## src/rtl/core/bmprgb_pkg.sv

```systemverilog
// ----------------------------------------------------------------------------
// bmprgb_pkg
// Shared widths, register indexes, job descriptor and colour packing for the
// BMP row to RGB565 converter.
// ----------------------------------------------------------------------------
package bmprgb_pkg;

  // field and counter widths
  localparam int BYTE_W     = 8;
  localparam int COLOR_W    = 24;
  localparam int PIX_W      = 16;
  localparam int OCOL_W     = 10;
  localparam int COL_W      = 11;
  localparam int ROW_W      = 13;
  localparam int LINE_W     = 14;
  localparam int NPIX_W     = 4;
  localparam int DEPTH_W    = 5;
  localparam int SCALE_W    = 2;
  localparam int CFG_IDX_W  = 2;
  localparam int CFG_DATA_W = 11;

  // configuration register indexes
  localparam logic [CFG_IDX_W-1:0] REG_BIT_DEPTH   = 2'd0;
  localparam logic [CFG_IDX_W-1:0] REG_IMAGE_WIDTH = 2'd1;
  localparam logic [CFG_IDX_W-1:0] REG_SCALE       = 2'd2;

  // configuration reset values
  localparam logic [DEPTH_W-1:0] RST_BIT_DEPTH = 5'd24;
  localparam logic [COL_W-1:0]   RST_WIDTH     = 11'd320;
  localparam logic [SCALE_W-1:0] RST_SCALE     = 2'd1;

  // supported pixel depths
  localparam logic [DEPTH_W-1:0] BPP_1  = 5'd1;
  localparam logic [DEPTH_W-1:0] BPP_4  = 5'd4;
  localparam logic [DEPTH_W-1:0] BPP_8  = 5'd8;
  localparam logic [DEPTH_W-1:0] BPP_24 = 5'd24;

  // horizontal doubling
  localparam logic [SCALE_W-1:0] SCALE_X2        = 2'd2;
  localparam logic [COL_W-1:0]   SCALE_MAX_WIDTH = 11'd33;

  // request types on the input channel
  localparam logic REQ_PAL_WRITE = 1'b0;
  localparam logic REQ_DATA      = 1'b1;

  typedef enum logic [1:0] {
    MODE_DIRECT = 2'd0,
    MODE_PAL8   = 2'd1,
    MODE_PAL4   = 2'd2,
    MODE_PAL1   = 2'd3
  } pix_mode_t;

  typedef enum logic {
    JOB_PAL_WRITE = 1'b0,
    JOB_PIXELS    = 1'b1
  } job_kind_t;

  // one unit of work for the pixel generator
  typedef struct packed {
    job_kind_t           kind;
    pix_mode_t           mode;
    logic [COLOR_W-1:0]  data;      // palette colour, direct pixel or raw byte
    logic [BYTE_W-1:0]   wr_index;
    logic [NPIX_W-1:0]   npix;      // source pixels to emit, 1 to 8
    logic [COL_W-1:0]    start_col;
    logic                scale2;
    logic                row_end;   // last source pixel closes the row
  } job_t;

  function automatic logic [PIX_W-1:0] to_rgb565(input logic [COLOR_W-1:0] c);
    return {c[23:19], c[15:10], c[7:3]};
  endfunction

endpackage

```

## src/rtl/core/bmprgb_row_trk.sv

```systemverilog
// ----------------------------------------------------------------------------
// bmprgb_row_trk
// Row position tracker: turns accepted items into pixel and palette-write jobs and keeps
// the source column, row byte count and BGR triplet state.
// ----------------------------------------------------------------------------
module bmprgb_row_trk #(
  parameter int MAX_WIDTH = 1024
) (
  input  logic                                clk,
  input  logic                                rst_n,
  input  logic [bmprgb_pkg::DEPTH_W-1:0]      bit_depth,
  input  logic [bmprgb_pkg::COL_W-1:0]        image_width,
  input  logic [bmprgb_pkg::SCALE_W-1:0]      scale_request,
  input  logic                                take,
  input  logic                                req_type,
  input  logic [bmprgb_pkg::BYTE_W-1:0]       palette_index,
  input  logic [bmprgb_pkg::COLOR_W-1:0]      palette_color,
  input  logic [bmprgb_pkg::BYTE_W-1:0]       data_byte,
  output bmprgb_pkg::job_t                    job,
  output logic                                job_v
);

  localparam logic [1:0] PH_BLUE  = 2'd0;
  localparam logic [1:0] PH_GREEN = 2'd1;
  localparam logic [1:0] PH_RED   = 2'd2;

  logic [bmprgb_pkg::COL_W-1:0]  w;
  logic [bmprgb_pkg::COL_W-1:0]  rem;
  logic [bmprgb_pkg::COL_W-1:0]  sc_r, sc_nxt;
  logic [bmprgb_pkg::ROW_W-1:0]  rbc_r, rbc_nxt, rbc_inc;
  logic [1:0]                    phase_r, phase_nxt;
  logic [15:0]                   held_r, held_nxt;
  logic [15:0]                   bits;
  logic [bmprgb_pkg::LINE_W-1:0] line;
  logic [bmprgb_pkg::NPIX_W-1:0] npix;
  bmprgb_pkg::pix_mode_t         mode;
  logic                          depth_ok;
  logic                          is_data;
  logic                          in_row;
  logic                          emit;
  logic                          scale2;

  // effective width, clamped to one and to the maximum
  always_comb begin
    if (image_width == '0) begin
      w = bmprgb_pkg::COL_W'(1);
    end else if (32'(image_width) > MAX_WIDTH) begin
      w = bmprgb_pkg::COL_W'(MAX_WIDTH);
    end else begin
      w = image_width;
    end
  end

  assign scale2 = (scale_request == bmprgb_pkg::SCALE_X2) &&
                  (w <= bmprgb_pkg::SCALE_MAX_WIDTH);

  // bits per row and decode mode
  always_comb begin
    depth_ok = 1'b1;
    mode     = bmprgb_pkg::MODE_DIRECT;
    bits     = '0;
    unique case (bit_depth)
      bmprgb_pkg::BPP_1: begin
        mode = bmprgb_pkg::MODE_PAL1;
        bits = 16'(w);
      end
      bmprgb_pkg::BPP_4: begin
        mode = bmprgb_pkg::MODE_PAL4;
        bits = {3'b000, w, 2'b00};
      end
      bmprgb_pkg::BPP_8: begin
        mode = bmprgb_pkg::MODE_PAL8;
        bits = {2'b00, w, 3'b000};
      end
      bmprgb_pkg::BPP_24: begin
        mode = bmprgb_pkg::MODE_DIRECT;
        bits = {1'b0, w, 4'b0000} + {2'b00, w, 3'b000};
      end
      default: begin
        depth_ok = 1'b0;
      end
    endcase
  end

  // row length in bytes, padded to a multiple of four
  assign line = {(bmprgb_pkg::LINE_W-2)'((17'(bits) + 17'd31) >> 5), 2'b00};

  assign in_row  = sc_r < w;
  assign rem     = w - sc_r;
  assign is_data = (req_type == bmprgb_pkg::REQ_DATA);

  // source pixels carried by this byte
  always_comb begin
    case (mode)
      bmprgb_pkg::MODE_PAL1: npix = (rem > 11'd8) ? 4'd8 : rem[3:0];
      bmprgb_pkg::MODE_PAL4: npix = (rem > 11'd2) ? 4'd2 : rem[3:0];
      default:               npix = 4'd1;
    endcase
  end

  assign emit  = in_row && ((mode != bmprgb_pkg::MODE_DIRECT) || (phase_r == PH_RED));
  assign job_v = !is_data || (depth_ok && emit);

  // job descriptor
  always_comb begin
    job.kind      = is_data ? bmprgb_pkg::JOB_PIXELS : bmprgb_pkg::JOB_PAL_WRITE;
    job.mode      = mode;
    job.wr_index  = palette_index;
    job.npix      = npix;
    job.start_col = sc_r;
    job.scale2    = scale2;
    job.row_end   = (sc_r + bmprgb_pkg::COL_W'(npix)) == w;
    if (!is_data) begin
      job.data = palette_color;
    end else if (mode == bmprgb_pkg::MODE_DIRECT) begin
      job.data = {8'h00, bmprgb_pkg::to_rgb565({data_byte, held_r})};
    end else begin
      job.data = {16'h0000, data_byte};
    end
  end

  // row state update on each accepted data byte
  always_comb begin
    sc_nxt    = sc_r;
    rbc_nxt   = rbc_r;
    phase_nxt = phase_r;
    held_nxt  = held_r;
    rbc_inc   = rbc_r + bmprgb_pkg::ROW_W'(1);
    if (take && is_data && depth_ok) begin
      if (in_row) begin
        if (emit) begin
          sc_nxt = sc_r + bmprgb_pkg::COL_W'(npix);
        end
        if (mode == bmprgb_pkg::MODE_DIRECT) begin
          case (phase_r)
            PH_BLUE: begin
              held_nxt  = {8'h00, data_byte};
              phase_nxt = PH_GREEN;
            end
            PH_GREEN: begin
              held_nxt  = {data_byte, held_r[7:0]};
              phase_nxt = PH_RED;
            end
            default: begin
              phase_nxt = PH_BLUE;
            end
          endcase
        end
      end
      if ({1'b0, rbc_inc} >= line) begin
        rbc_nxt   = '0;
        sc_nxt    = '0;
        phase_nxt = PH_BLUE;
      end else begin
        rbc_nxt = rbc_inc;
      end
    end
  end

  always_ff @(posedge clk) begin
    if (!rst_n) begin
      sc_r    <= '0;
      rbc_r   <= '0;
      phase_r <= PH_BLUE;
      held_r  <= '0;
    end else begin
      sc_r    <= sc_nxt;
      rbc_r   <= rbc_nxt;
      phase_r <= phase_nxt;
      held_r  <= held_nxt;
    end
  end

`ifndef SYNTH
  a_phase_range: assert property (@(posedge clk) disable iff (!rst_n)
    phase_r == PH_BLUE || phase_r == PH_GREEN || phase_r == PH_RED)
    else $error("triplet phase out of range");
  a_row_wrap: assert property (@(posedge clk) disable iff (!rst_n)
    take && is_data && depth_ok && ({1'b0, rbc_inc} >= line) |=> rbc_r == '0 && sc_r == '0)
    else $error("row counters did not wrap at row end");
`endif

endmodule

```

## config.mk

```make
export PLATFORM = sky130hd
export DESIGN_NAME = bmprgb_row_trk
export DESIGN_NICKNAME = d
export VERILOG_FILES = /design/src/rtl/core/bmprgb_pkg.sv /design/src/rtl/core/bmprgb_row_trk.sv
export SDC_FILE = /design/constraint.sdc
export NUM_CORES = 1
export LEC_CHECK = 0
export ABC_AREA = 0
export BUFFER_PORTS_ARGS = -buffer_cell sky130_fd_sc_hd__buf_4
export CAP_MARGIN = 20
export CORE_MARGIN = 2
export CORE_UTILIZATION = 50
export DETAILED_ROUTE_END_ITERATION = 10
export PLACE_DENSITY = 0.74
export SYNTH_ARGS = -nofsm -noshare
export SYNTH_HDL_FRONTEND = slang
export SYNTH_SLANG_ARGS = --single-unit
```

## constraint.sdc

```tcl
create_clock -name clk -period 7.1 [get_ports clk]
set_input_delay 1.065 -clock clk [delete_from_list [all_inputs] [get_ports clk]]
set_output_delay 1.065 -clock clk [all_outputs]
set_load 0.02 [all_outputs]
```

## Word level (Yosys, flattened, before mapping)

Index checks and enable logic that the tools add are counted.

- Output and inout bits: 53
- Bits of input ports: 62
- Register bits: 42

- Reductions and logical operators: 21
- Eq/ne operators: 10
- $add $sub $neg: 5
- Bitwise logic cells: 1
- Mux-type cells: 20
- Order comparisons: 6

Operators with widths:

| kind | number |
|---|---|
| 16-bit one-hot mux with 4 select lines | 1 |
| 11-bit two-way mux | 5 |
| 16-bit one-hot mux with 2 select lines | 1 |
| 24-bit two-way mux | 1 |
| 16-bit by 5-bit adder with 17-bit output, second input constant | 1 |
| 15-bit by 14-bit adder with 16-bit output | 1 |
| 16-bit two-way mux | 1 |
| 13-bit by 14-bit >= comparator with 1-bit output | 1 |
| 13-bit by 1-bit adder with 13-bit output, second input constant | 1 |
| 13-bit two-way mux | 1 |
| 11-bit by 4-bit adder with 11-bit output | 1 |
| 11-bit == test | 1 |
| 11-bit greater-than comparator, second input constant | 1 |
| 11-bit by 2-bit greater-than comparator with 1-bit output, second input constant | 1 |
| 11-bit by 4-bit greater-than comparator with 1-bit output, second input constant | 1 |
| 11-bit by 6-bit less-or-equal comparator with 1-bit output, second input constant | 1 |
| 11-bit logical NOT | 1 |
| 11-bit less-than comparator | 1 |
| 11-bit subtractor | 1 |
| 2-bit nonzero test | 5 |
| 2-bit == test, second input constant | 4 |
| 4-bit two-way mux | 2 |
| 4-bit one-hot mux with 2 select lines | 1 |
| 2-bit two-way mux | 3 |
| other kinds (17) | 25 |

## Depth between registers and ports, before layout

Gate-level depths: netlist (run 1).

- Depth in word-level cells: 11
- Gate-level depth with buffers: 24

## Worst setup path before layout (run 1)

No wires, ideal clock.

- Kind: in2out
- Start: input image_width[10] in the netlist's numbering
- End: output job[0] in the netlist's numbering
- Cell stages on the path: 22
- Buffers on the path: 1
- Arrival time: 6386 ps
- Slack: -351 ps
- Cells stage by stage: clkbuf_1 -> nor2_2 -> inv_1 -> ha_1 -> inv_1 -> fa_1 -> a21o_1 -> a221oi_1 -> a21oi_1 -> a211o_1 -> and4_1 -> o21ai_0 -> o21ai_0 -> ha_1 -> fa_1 -> a21o_1 -> a21oi_1 -> nor2_1 -> nand3_1 -> a311oi_1 -> or4_1 -> nor4_1

RTL lines:

| item | line | source |
|---|---|---|
| start: declaration | bmprgb_row_trk.sv:12 | `input logic [bmprgb_pkg::COL_W-1:0] image_width,` |
| end: declaration | bmprgb_row_trk.sv:19 | `output bmprgb_pkg::job_t job,` |

==> qor.yml, run 1 <==
sta:
  clock.fmax_mhz: 144
  min_period_ns: 6.95
  post-route-period-util_pct: 97.8
  final-setup-viol-count: 0
  relSlewSlack_pct: 27.2
  drv_slew: 0
  finalClockSkew_ns: 0.00748
  finalHoldViolCount: 0
  worstMarginPinSlew_ns: 1.09
run_status:
  status: "finished, final reports clean"
global_routing:
  antenna_found_initial: 0
  grt_overflow_total: 0
  grt_pass1_wl_mm: 23.6
  grt_usage_pct: 28.5
  first_global_vias: 4872
  grt_max_degree: 45
synthesis:
  netlist_instances: 659
  synth_top_family_by_area: "simple AND/OR/NAND/NOR gates"
  synth_ff_type: "dfxtp_1"
  yosys.area_share.adder_pct: 12.5
  ys_ff_latch: 37
  async_flop_share_pct: 0
  synth_edf_count: 0
  synth_most_common_cell: "nor2_1"
  ys_seq_area_share_pct: 15.4
  synth_xor_area_share_pct: 7.11
  synth_area_per_cell_um2: 7.29
  syn_nets: 767
  yosys.area_share.simple_pct: 28.1
  netlist_area_um2: 4800
  yosysWarnings: 0
  ys_top_cells_by_area: "dfxtp_1 (15%), ha_1 (11%), a21oi_1 (6.3%)"
  yosysTopAreaCell: "dfxtp_1"
  ys_types: 80
  ys_top_cells_by_count: "nor2_1 (69), a21oi_1 (60), nand2_1 (52), inv_1 (44), ha_1 (43)"
  synth_compound_area_share_pct: 25.2
  synth_top_area_share_pct: 15.4
  synth_mux_area_share_pct: 3.78
clocking:
  cts_tree: "yes"
  cts.sinks: 37
  clkTransAtPathRegs_ns: 0.08
  cts-htree-levels: 2
  clock_path_buffers: 2
  root_buffer: "clkbuf_8"
  numCtsBuffers: 5
  clock_latency_ns: 0.31
layout:
  nFillCells: 843
  area_growth_pct: 25.5
  final_layout_size_suffix_gt1_share_pct: 25.1
  stdcell_area_um2: 6020
  finalNetCount: 869
  diodes: 0
  instances_no_fill: 891
drt:
  first_iter_violations: 320
  ant_nets: 0
  viasPerCell: 5.92
  wl_per_cell_um: 16.9
  dr.pass1.iters: 6
  totalWireLength_mm: 15.1
  vias: 5275
  drc: 0
die:
  ios: 115
  die_x_um: 102
  initial_core_util_pct: 51.7
  core_area_um2: 9280
  die_y_um: 102
  dieArea_um2: 10400
  rows: 35
placement:
  place_congestion: 0.984
  dpl_cell_area_um2: 5770
  dp.cells: 881
  dp_hpwl_mm: 11.6
  portBuffers: 98
power:
  p_per_area_nw_per_um2: 112
  p_leak_nw: 2.47
  irDropWorstVdd_uv: 78.6
  finalPower_uw: 673
critical_path:
  endpoint_kind: "primary output"
  start_kind: "input port"
  required_ns: 6.03
  arrival_ns: 5.88
  worstSetupPathType: "input port to primary output"
  cp_max_fo: 5
flow_run:
  drv_cap: 0
worst_hold_path:
  min-delay-path-class: "flip-flop to flip-flop"
-- power by group --
group | switching (mW) | internal, mW
Clock | 0.0916 | 0.142
Sequential | 0.000546 | 0.208
Combinational | 0.133 | 0.0987
-- per-layer routing --
layer	vias up	track usage [%]	wire length (um)
met3	35	5.47	1060
met2	231	47.1	7030
li1	2576	-	-
met4	0	10.2	418
met5	-	0	0
met1	2433	37.2	6550
-- kinds of logic (layout without fill, tap and decap cells) --
logic type                 count (synthesis)  count (layout)
and+or+nand+nor                          249             249
AOI/OAI and AO/OA                        184             184
buffers and inverters                     86             189
adders and majority gates                 46              46
xor gates and xnor gates                  39              39
DFF                                       37              37
muxes                                     18              18
-- cells in the final DEF (no fill, tap or decap), types with 6 or more instances in the layout --
cell	count
nand3b_1	10
nand3_1	19
nor2_1	68
xor2_1	9
a22oi_1	9
xnor2_1	29
buf_4	134
ha_1	41
a21o_1	8
a31oi_1	6
nand2b_1	11
mux2i_1	17
nand2_1	51
o21ai_0	35
nor4_1	14
and3_1	10
dfxtp_1	37
nor2b_1	14
inv_1	44
o22ai_1	14
nor3_1	9
a21oi_1	58
-- stage by stage --
step	setup TNS [ns]	utilization, %	hold WS (ns)	setup slack [ns]
floorplan	0	-	0.444	0.00711
global placement	-0.0599	62.1	0.452	-0.0599
detailed placement	-0.251	62.1	0.466	-0.251
CTS	0	64.0	0.477	0.0336
global route	-0.0184	64.9	0.491	-0.0184
finish	0	64.9	0.480	0.154
-- registers in the layout, indices dropped and copies added (netlist names) --
| signal | cells |
|---|---|
| phase_r | 2 |
| held_r | 11 |
| rbc_r | 13 |
| sc_r | 11 |
-- cell type report --
| cell class | count | area (um^2) | area share, % |
|---|---|---|---|
| flip-flops and latches | 37 | 741 | 12.3 |
| repair buffers | 135 | 1020 | 16.9 |
| clock inverters | 3 | 68.8 | 1.14 |
| inverters | 46 | 173 | 2.87 |
| clock buffers | 5 | 68.8 | 1.14 |
| multi-input cells | 536 | 3790 | 63.0 |
| well taps | 129 | 161 | 2.68 |
-- timing repair --
item / in CTS / in global routing
buffers inserted: 0 / 2
hold buffers: 0 / 0
cloned: 0 / 0
pin swaps: 2 / 12
endpoints found under the setup margin: 1 / 1
gates resized for setup: 8 / 17
-- critical path, stage by stage --
cell and delay [ns]:
buf_4 0.12, nor4_4 0.05, buf_4 0.14, a31oi_4 0.16, nor2_2 0.05, inv_1 0.07, ha_2 0.18, inv_1 0.06
fa_2 0.34, a21o_1 0.18, a221oi_2 0.25, a21oi_1 0.13, a211o_1 0.24, and4_4 0.21, o21ai_2 0.08, o21ai_2 0.08
ha_2 0.21, fa_2 0.39, xnor2_2 0.17, buf_4 0.15, nand2_1 0.07, o21ai_0 0.09, nor4_1 0.32, nand3_1 0.12
or4_4 0.50, nor4_4 0.26, buf_4 0.19
-- worst paths after layout --
| kind | start | endpoint | slack (ns) | cells past startpoint |
|---|---|---|---|---|
| max reg2reg | sc_r[4]$_SDFFE_PN0P_ | sc_r[5]$_SDFFE_PN0P_ | 2.56 | 20 |
| min reg2reg | rbc_r[12]$_SDFFE_PN0P_ | rbc_r[12]$_SDFFE_PN0P_ | 0.48 | 2 |
| min | rbc_r[12]$_SDFFE_PN0P_ | rbc_r[12]$_SDFFE_PN0P_ | 0.48 | 2 |
| max | image_width[9] | job[0] | 0.15 | 27 |
Note: power is estimated with default switching activity, not from simulation.
==> run 2: changes to the inputs <==
--- a/config.mk
+++ b/config.mk
@@ -9,8 +9,11 @@
 export BUFFER_PORTS_ARGS = -buffer_cell sky130_fd_sc_hd__buf_4
 export CAP_MARGIN = 20
+export CELL_PAD_IN_SITES_DETAIL_PLACEMENT = 0
+export CELL_PAD_IN_SITES_GLOBAL_PLACEMENT = 1
 export CORE_MARGIN = 2
-export CORE_UTILIZATION = 50
+export CORE_UTILIZATION = 40
 export DETAILED_ROUTE_END_ITERATION = 10
-export PLACE_DENSITY = 0.74
+export GPL_ROUTABILITY_DRIVEN = 0
+export PLACE_DENSITY = 0.82
 export SYNTH_ARGS = -nofsm -noshare
 export SYNTH_HDL_FRONTEND = slang
==> constraint.sdc (replaced) <==
create_clock -name clk -period 7.1 [get_ports clk]
set_input_delay 1.065 -clock clk [delete_from_list [all_inputs] [get_ports clk]]
set_output_delay 1.065 -clock clk [all_outputs]
set_load 0.1 [all_outputs]
==> run 2 against run 1 <==
Effect of this change:
- setup slack lost 0.059 ns
- clock power is 5% higher
- clock skew shrank 0.0025 ns
- largest cell class unchanged
- via count grew 0.70%
- sequential cell count is the same
- sequential power hardly changed
==> qor.yml, run 2 (same netlist as run 1, synthesis figures left out) <==
global_routing:
  grt_usage_pct: 24.2  # was 28.5%
  first_global_vias: 5253  # was 4872
  top_usage_layer: "met2"  # unchanged
  antenna_found_initial: 0  # unchanged
  grtUsageMet2_pct: 40.1  # was 47.1%
  grt_max_degree: 45  # unchanged
  use_met1_pct: 32.0  # was 37.2%
  grt_pass1_wl_mm: 25.5  # was 23.6 mm
  grt_overflow_total: 0  # unchanged
  met3_usage_pct: 3.61  # was 5.47%
die:
  die_x_um: 114  # was 102 um
  core_area_um2: 11900  # was 9280 um^2
  die_y_um: 114  # was 102 um
  initial_core_util_pct: 40.5  # was 51.7%
  rows: 40  # was 35
  dieArea_um2: 12900  # was 10400 um^2
  ios: 115  # unchanged
critical_path:
  cp_max_fo: 4  # was 5
  cp_slowest_stage_delay_ns: 0.54  # was 0.50 ns
  crit_family: "simple AND/OR/NAND/NOR gates"  # unchanged
  endpoint_kind: "primary output"  # unchanged
  required_ns: 6.03  # about the same
  arrival_ns: 5.94  # was 5.88 ns
  crit_slowest_cell: "or4_4"  # unchanged
  worst-path-buf-inv: 4  # was 6
  worstSetupPathType: "input port to primary output"  # unchanged
  start_kind: "input port"  # unchanged
layout:
  largest_register_ffs: 13  # unchanged
  regMostFlops: "rbc_r"  # unchanged
  stdcell_area_um2: 6190  # was 6020 um^2
  final_layout_size_suffix_gt1_share_pct: 26.1  # was 25.1%
  diodes: 0  # unchanged
  top_regs: "rbc_r (13), held_r (11), sc_r (11)"  # unchanged
  area_growth_pct: 29.0  # was 25.5%
  instances_no_fill: 909  # was 891
  mostFrequentLayoutCells: "buf_4 (128), nor2_1 (67), a21oi_1 (56)"  # was buf_4 (134), nor2_1 (68), a21oi_1 (58)
  nFillCells: 1152  # was 843
  final_common_cell: "buf_4"  # unchanged
  finalNetCount: 869  # unchanged
clocking:
  clock_latency_ns: 0.29  # was 0.31 ns
  cts.sinks: 37  # unchanged
  numCtsBuffers: 5  # unchanged
  cts_tree: "yes"  # unchanged
  clock_path_buffers: 2  # unchanged
  cts-htree-levels: 2  # unchanged
  clkTransAtPathRegs_ns: 0.06  # was 0.08 ns
  root_buffer: "clkbuf_16"  # was clkbuf_8
  ctsHoldBuffers: 0  # unchanged
placement:
  dp_hpwl_mm: 12.4  # was 11.6 mm
  dp.cells: 895  # was 881
  portBuffers: 98  # unchanged
  dpl_cell_area_um2: 5870  # was 5770 um^2
sta:
  rsz0062_at_grt: "true"
  finalClockSkew_ns: 0.00500  # was 0.00748 ns
  finalHoldViolCount: 0  # unchanged
  post-route-period-util_pct: 98.7  # was 97.8%
  relSlewSlack_pct: 33.1  # was 27.2%
  drv_slew: 0  # unchanged
  clock.fmax_mhz: 143  # was 144 MHz
  setup_tns_ns: 0  # unchanged
  min_period_ns: 7.00  # was 6.95 ns
  final-setup-viol-count: 0  # unchanged
  worstMarginPinSlew_ns: 0.995  # was 1.09 ns
worst_hold_path:
  min-delay-path-class: "flip-flop to flip-flop"  # unchanged
power:
  p_leak_nw: 2.52  # was 2.47 nW
  combPwrFrac_pct: 40.2  # was 34.4%
  irDropWorstVdd_uv: 129  # was 78.6 uV
  cell_internal_pwr_uw: 460  # was 448 uW
  switching_share_pct: 39.2  # was 33.4%
  p_clk_share_pct: 32.2  # was 34.6%
  p_switching_uw: 296  # was 225 uW
  pwr-share-seq_pct: 27.6  # was 31.0%
  p_per_area_nw_per_um2: 122  # was 112 nW/um^2
flow_run:
  drv_cap: 0  # unchanged
drt:
  drc: 0  # unchanged
  totalWireLength_mm: 15.8  # was 15.1 mm
  dr.pass1.iters: 5  # was 6
  vias: 5312  # was 5275
  wl_per_cell_um: 17.4  # was 16.9 um
  first_iter_violations: 352  # was 320
  viasPerCell: 5.84  # was 5.92
  ant_nets: 0  # unchanged
run_status:
  status: "finished, final reports clean"  # unchanged
[run 2: cell types whose count changed in the layout (fill, tap and decap cells not counted), moves of 2 or more]
cell,change
a21oi_1,-2
bufinv_16,-2
clkbuf_8,-3
ha_4,+2
o21ai_4,+2
o21ai_1,+4
o21ai_2,-2
buf_6,+5
buf_4,-6
clkbuf_16,+5
o21ai_0,-4
[run 2: worst register-to-register path, delay by kind of cell (launching register included)]
family          cells  cell delay [ns]
buf+inv             2             0.33
simple gates        6             1.05
flops               1             0.46
mux                 1             0.22
compound gates      7             0.91
fa+ha+maj           3             0.76
xor+xnor            1             0.49
[run 2: layout make-up]
cell class / count / area [um^2] / area share [%]
multi-input cells: 536 / 3890 / 62.8
well taps: 147 / 184 / 2.97
flip-flops and latches: 37 / 741 / 12.0
repair buffers: 135 / 1040 / 16.8
inverters: 46 / 173 / 2.79
clock inverters: 1 / 8.76 / 0.141
clock buffers: 7 / 153 / 2.46
[run 2: through the flow]
stage / setup WS (ns) / hold slack (ns) / util, % / power [mW]
after floorplan: -0.512 / 0.444 / - / 0.436
after global placement: 0.174 / 0.456 / 49.5 / 0.505
after detailed placement: -0.0270 / 0.467 / 49.5 / 0.508
after CTS: 0.0209 / 0.475 / 50.8 / 0.752
after global routing: -0.153 / 0.504 / 52.2 / 0.790
final: 0.0953 / 0.470 / 52.2 / 0.756
[run 2: final timing paths]
check,endpoint,startpoint,depth (start not counted),slack [ns]
hold reg to reg,rbc_r[12]$_SDFFE_PN0P_,rbc_r[12]$_SDFFE_PN0P_,2,0.47
hold / removal,rbc_r[12]$_SDFFE_PN0P_,rbc_r[12]$_SDFFE_PN0P_,2,0.47
setup / recovery,job[0],image_width[3],25,0.1
setup reg to reg,sc_r[10]$_SDFFE_PN0P_,sc_r[1]$_SDFFE_PN0P_,20,2.73
[run 2: repair_timing]
action,4_1_cts,5_1_grt
gates resized for setup,1,28
pin swaps,0,29
buffers inserted,0,6
endpoints found under the setup margin,1,1
[run 2: power by group through the flow]
stage,registers [mW],clock network (mW),logic (mW)
floorplan,0.213,0,0.224
finish,0.209,0.244,0.304
CTS,0.209,0.248,0.296
detailed placement,0.213,0,0.294
global placement,0.213,0,0.291
global route,0.209,0.257,0.324
[run 2: metal layers]
metal  wire [um]  vias to the layer above
li1            -                     2584
met1        7090                     2471
met3        1100                       40
met5           0                        -
met4         418                        0
met2        7210                      217
==> run 3: changes to the inputs <==
- SETUP_SLACK_MARGIN: default -> 0.4
==> run 3 against run 2 <==
Effect of this change:
- maximum frequency is 1.8% higher
- die area stayed put
- combinational power hardly changed
- power is 0.23% lower
- count of clock-buffer cells in the layout stayed put
- wire length is 0.51% lower
- critical path type unchanged
- highest routed layer unchanged
==> qor.yml, run 3 (same netlist as run 1, synthesis figures left out) <==
run_status:
  status: "finished, final reports clean"  # unchanged
sta:
  finalClockSkew_ns: 0.00496  # was 0.00500 ns
  worstMarginPinSlew_ns: 0.867  # was 0.995 ns
  min_period_ns: 6.88  # was 7.00 ns
  final-setup-viol-count: 0  # unchanged
  final.setup.worst_slack_ns: 0.217  # was 0.0953 ns
  post-route-period-util_pct: 96.9  # was 98.7%
  clock.fmax_mhz: 145  # was 143 MHz
  relSlewSlack_pct: 41.7  # was 33.1%
  drv_slew: 0  # unchanged
  rsz0062_at_grt: "true"  # unchanged
  finalHoldViolCount: 0  # unchanged
layout:
  fin_util_pct: 51.5  # was 52.2%
  final_layout_size_suffix_gt1_share_pct: 25.3  # was 26.1%
  area_growth_pct: 27.2  # was 29.0%
  top_regs: "rbc_r (13), held_r (11), sc_r (11)"  # unchanged
  regMostFlops: "rbc_r"  # unchanged
  seq_area_um2: 741  # unchanged
  diodes: 0  # unchanged
  final_common_cell: "buf_4"  # unchanged
  finalNetCount: 866  # was 869
  nFillCells: 1155  # was 1152
  mostFrequentLayoutCells: "buf_4 (130), nor2_1 (67), a21oi_1 (57)"  # was buf_4 (128), nor2_1 (67), a21oi_1 (56)
  largest_register_ffs: 13  # unchanged
  multiInputGateArea_um2: 3850  # was 3890 um^2
critical_path:
  start_kind: "input port"  # unchanged
  arrival_ns: 5.82  # was 5.94 ns
  crit_family: "compound AO/OA/AOI/OAI gates"  # was simple AND/OR/NAND/NOR gates
  timing.rr.start: "sc_r[4]$_SDFFE_PN0P_"  # was sc_r[1]$_SDFFE_PN0P_
  r2r_slack_ns: 2.69  # was 2.73 ns
  cp_slowest_stage_delay_ns: 0.57  # was 0.54 ns
  r2r_cells: 20  # unchanged
  cp_max_fo: 7  # was 4
  required_ns: 6.03  # about the same
  worstSetupPathType: "input port to primary output"  # unchanged
  crit_slowest_cell: "or4_4"  # unchanged
  endpoint_kind: "primary output"  # unchanged
  worst-path-buf-inv: 4  # unchanged
  r2r-end: "sc_r[10]$_SDFFE_PN0P_"  # unchanged
power:
  p_leak_nw: 2.49  # was 2.52 nW
  finalPower_uw: 754  # was 756 uW
  irDropWorstVdd_uv: 128  # was 129 uV
  p_per_area_nw_per_um2: 124  # was 122 nW/um^2
clocking:
  cts-htree-levels: 2  # unchanged
  clkTransAtPathRegs_ns: 0.06  # about the same
  cts_tree: "yes"  # unchanged
  clock_path_buffers: 2  # unchanged
  root_buffer: "clkbuf_16"  # unchanged
  cts.sinks: 37  # unchanged
  clock_latency_ns: 0.29  # about the same
  ctsHoldBuffers: 0  # unchanged
  numCtsBuffers: 5  # unchanged
worst_hold_path:
  holdPathStages: 2  # unchanged
  min-delay-path-class: "flip-flop to flip-flop"  # unchanged
  holdPathEnd: "rbc_r[1]$_SDFFE_PN0P_"  # was rbc_r[12]$_SDFFE_PN0P_
  hold_start: "rbc_r[1]$_SDFFE_PN0P_"  # was rbc_r[12]$_SDFFE_PN0P_
drt:
  viasPerCell: 5.85  # was 5.84
  wl_per_cell_um: 17.4  # about the same
  vias: 5299  # was 5312
  wl_met1_mm: 7.02  # was 7.09 mm
  totalWireLength_mm: 15.7  # was 15.8 mm
  top_layer: "met4"  # unchanged
  drc: 0  # unchanged
  dr.pass1.iters: 5  # unchanged
  ant_nets: 0  # unchanged
  first_iter_violations: 322  # was 352
  wl_met3_mm: 1.11  # was 1.10 mm
  met2_length_mm: 7.11  # was 7.21 mm
global_routing:
  grt_pass1_wl_mm: 25.7  # was 25.5 mm
  first_global_vias: 5302  # was 5253
  grt_max_degree: 45  # unchanged
  antenna_found_initial: 0  # unchanged
  grt_usage_pct: 24.4  # was 24.2%
  grt_overflow_total: 0  # unchanged
flow_run:
  drv_cap: 0  # unchanged
die:
  die_y_um: 114  # unchanged
  rows: 40  # unchanged
  core_area_um2: 11900  # unchanged
  die_x_um: 114  # unchanged
  ios: 115  # unchanged
  dieArea_um2: 12900  # unchanged
  initial_core_util_pct: 40.5  # unchanged
placement:
  pre_cts_slack_ns: -0.0270  # unchanged
  dp_hpwl_mm: 12.4  # unchanged
  portBuffers: 98  # unchanged
-- run 3: cell count changes in the layout (fill, tap and decap cells not counted), sizes merged --
cell  previous run  this run
buf            135       132
-- run 3: worst max-delay path by stage --
| stage | start | endpoint | slack (ns) | cells after the start |
|---|---|---|---|---|
| floorplan | image_width[2] | job[0] | -0.51 | 22 |
| global placement | image_width[6] | job[0] | 0.17 | 26 |
| detailed placement | image_width[6] | job[0] | -0.03 | 25 |
| CTS | image_width[3] | job[0] | 0.20 | 25 |
| global route | image_width[3] | job[0] | -0.07 | 24 |
| finish | image_width[6] | job[0] | 0.22 | 25 |
-- run 3: area by class of cell --
type                       instances  area share, %
clock buffer                       7           2.50
clock inverter                     1          0.143
inverter                          46           2.83
multi-input combinational        536           63.0
sequential                        37           12.1
tap                              147           3.01
timing repair buffer             132           16.3
-- run 3: per-stage QoR --
stage	setup TNS, ns	area, um^2	hold slack (ns)	std cells
detailed placement	-0.0270	5870	0.467	895
global route	-0.0697	6110	0.504	906
CTS	0	6080	0.475	905
global placement	0	5870	0.456	895
finish	0	6110	0.475	906
floorplan	-0.512	4920	0.444	659
-- run 3: timing repair --
action | 4_1_cts | 5_1_grt
buffers inserted | 2 | 1
resized for setup | 11 | 5
endpoints found under the setup margin | 1 | 1
endpoints found under the hold margin | 0 | 0
pin swaps | 17 | 8
-- run 3: where the power goes --
part           leakage [nW]  switching, mW  internal, mW
Combinational          2.11          0.202        0.0999
Sequential            0.298       0.000552         0.208
Clock                0.0805         0.0932         0.151
Total                  2.49          0.296         0.459
-- run 3: routing by layer --
| layer | GRT usage [%] | vias to the layer above |
|---|---|---|
| li1 | - | 2570 |
| met3 | 3.88 | 39 |
| met5 | 0 | - |
| met2 | 39.9 | 226 |
| met4 | 9.51 | 0 |
| met1 | 32.2 | 2464 |
-- run 3: worst min-delay path, cell delays in order, from the launching register on --
cell	delay [ns]
dfxtp_1	0.32
nand2_1	0.06
a21oi_1	0.05
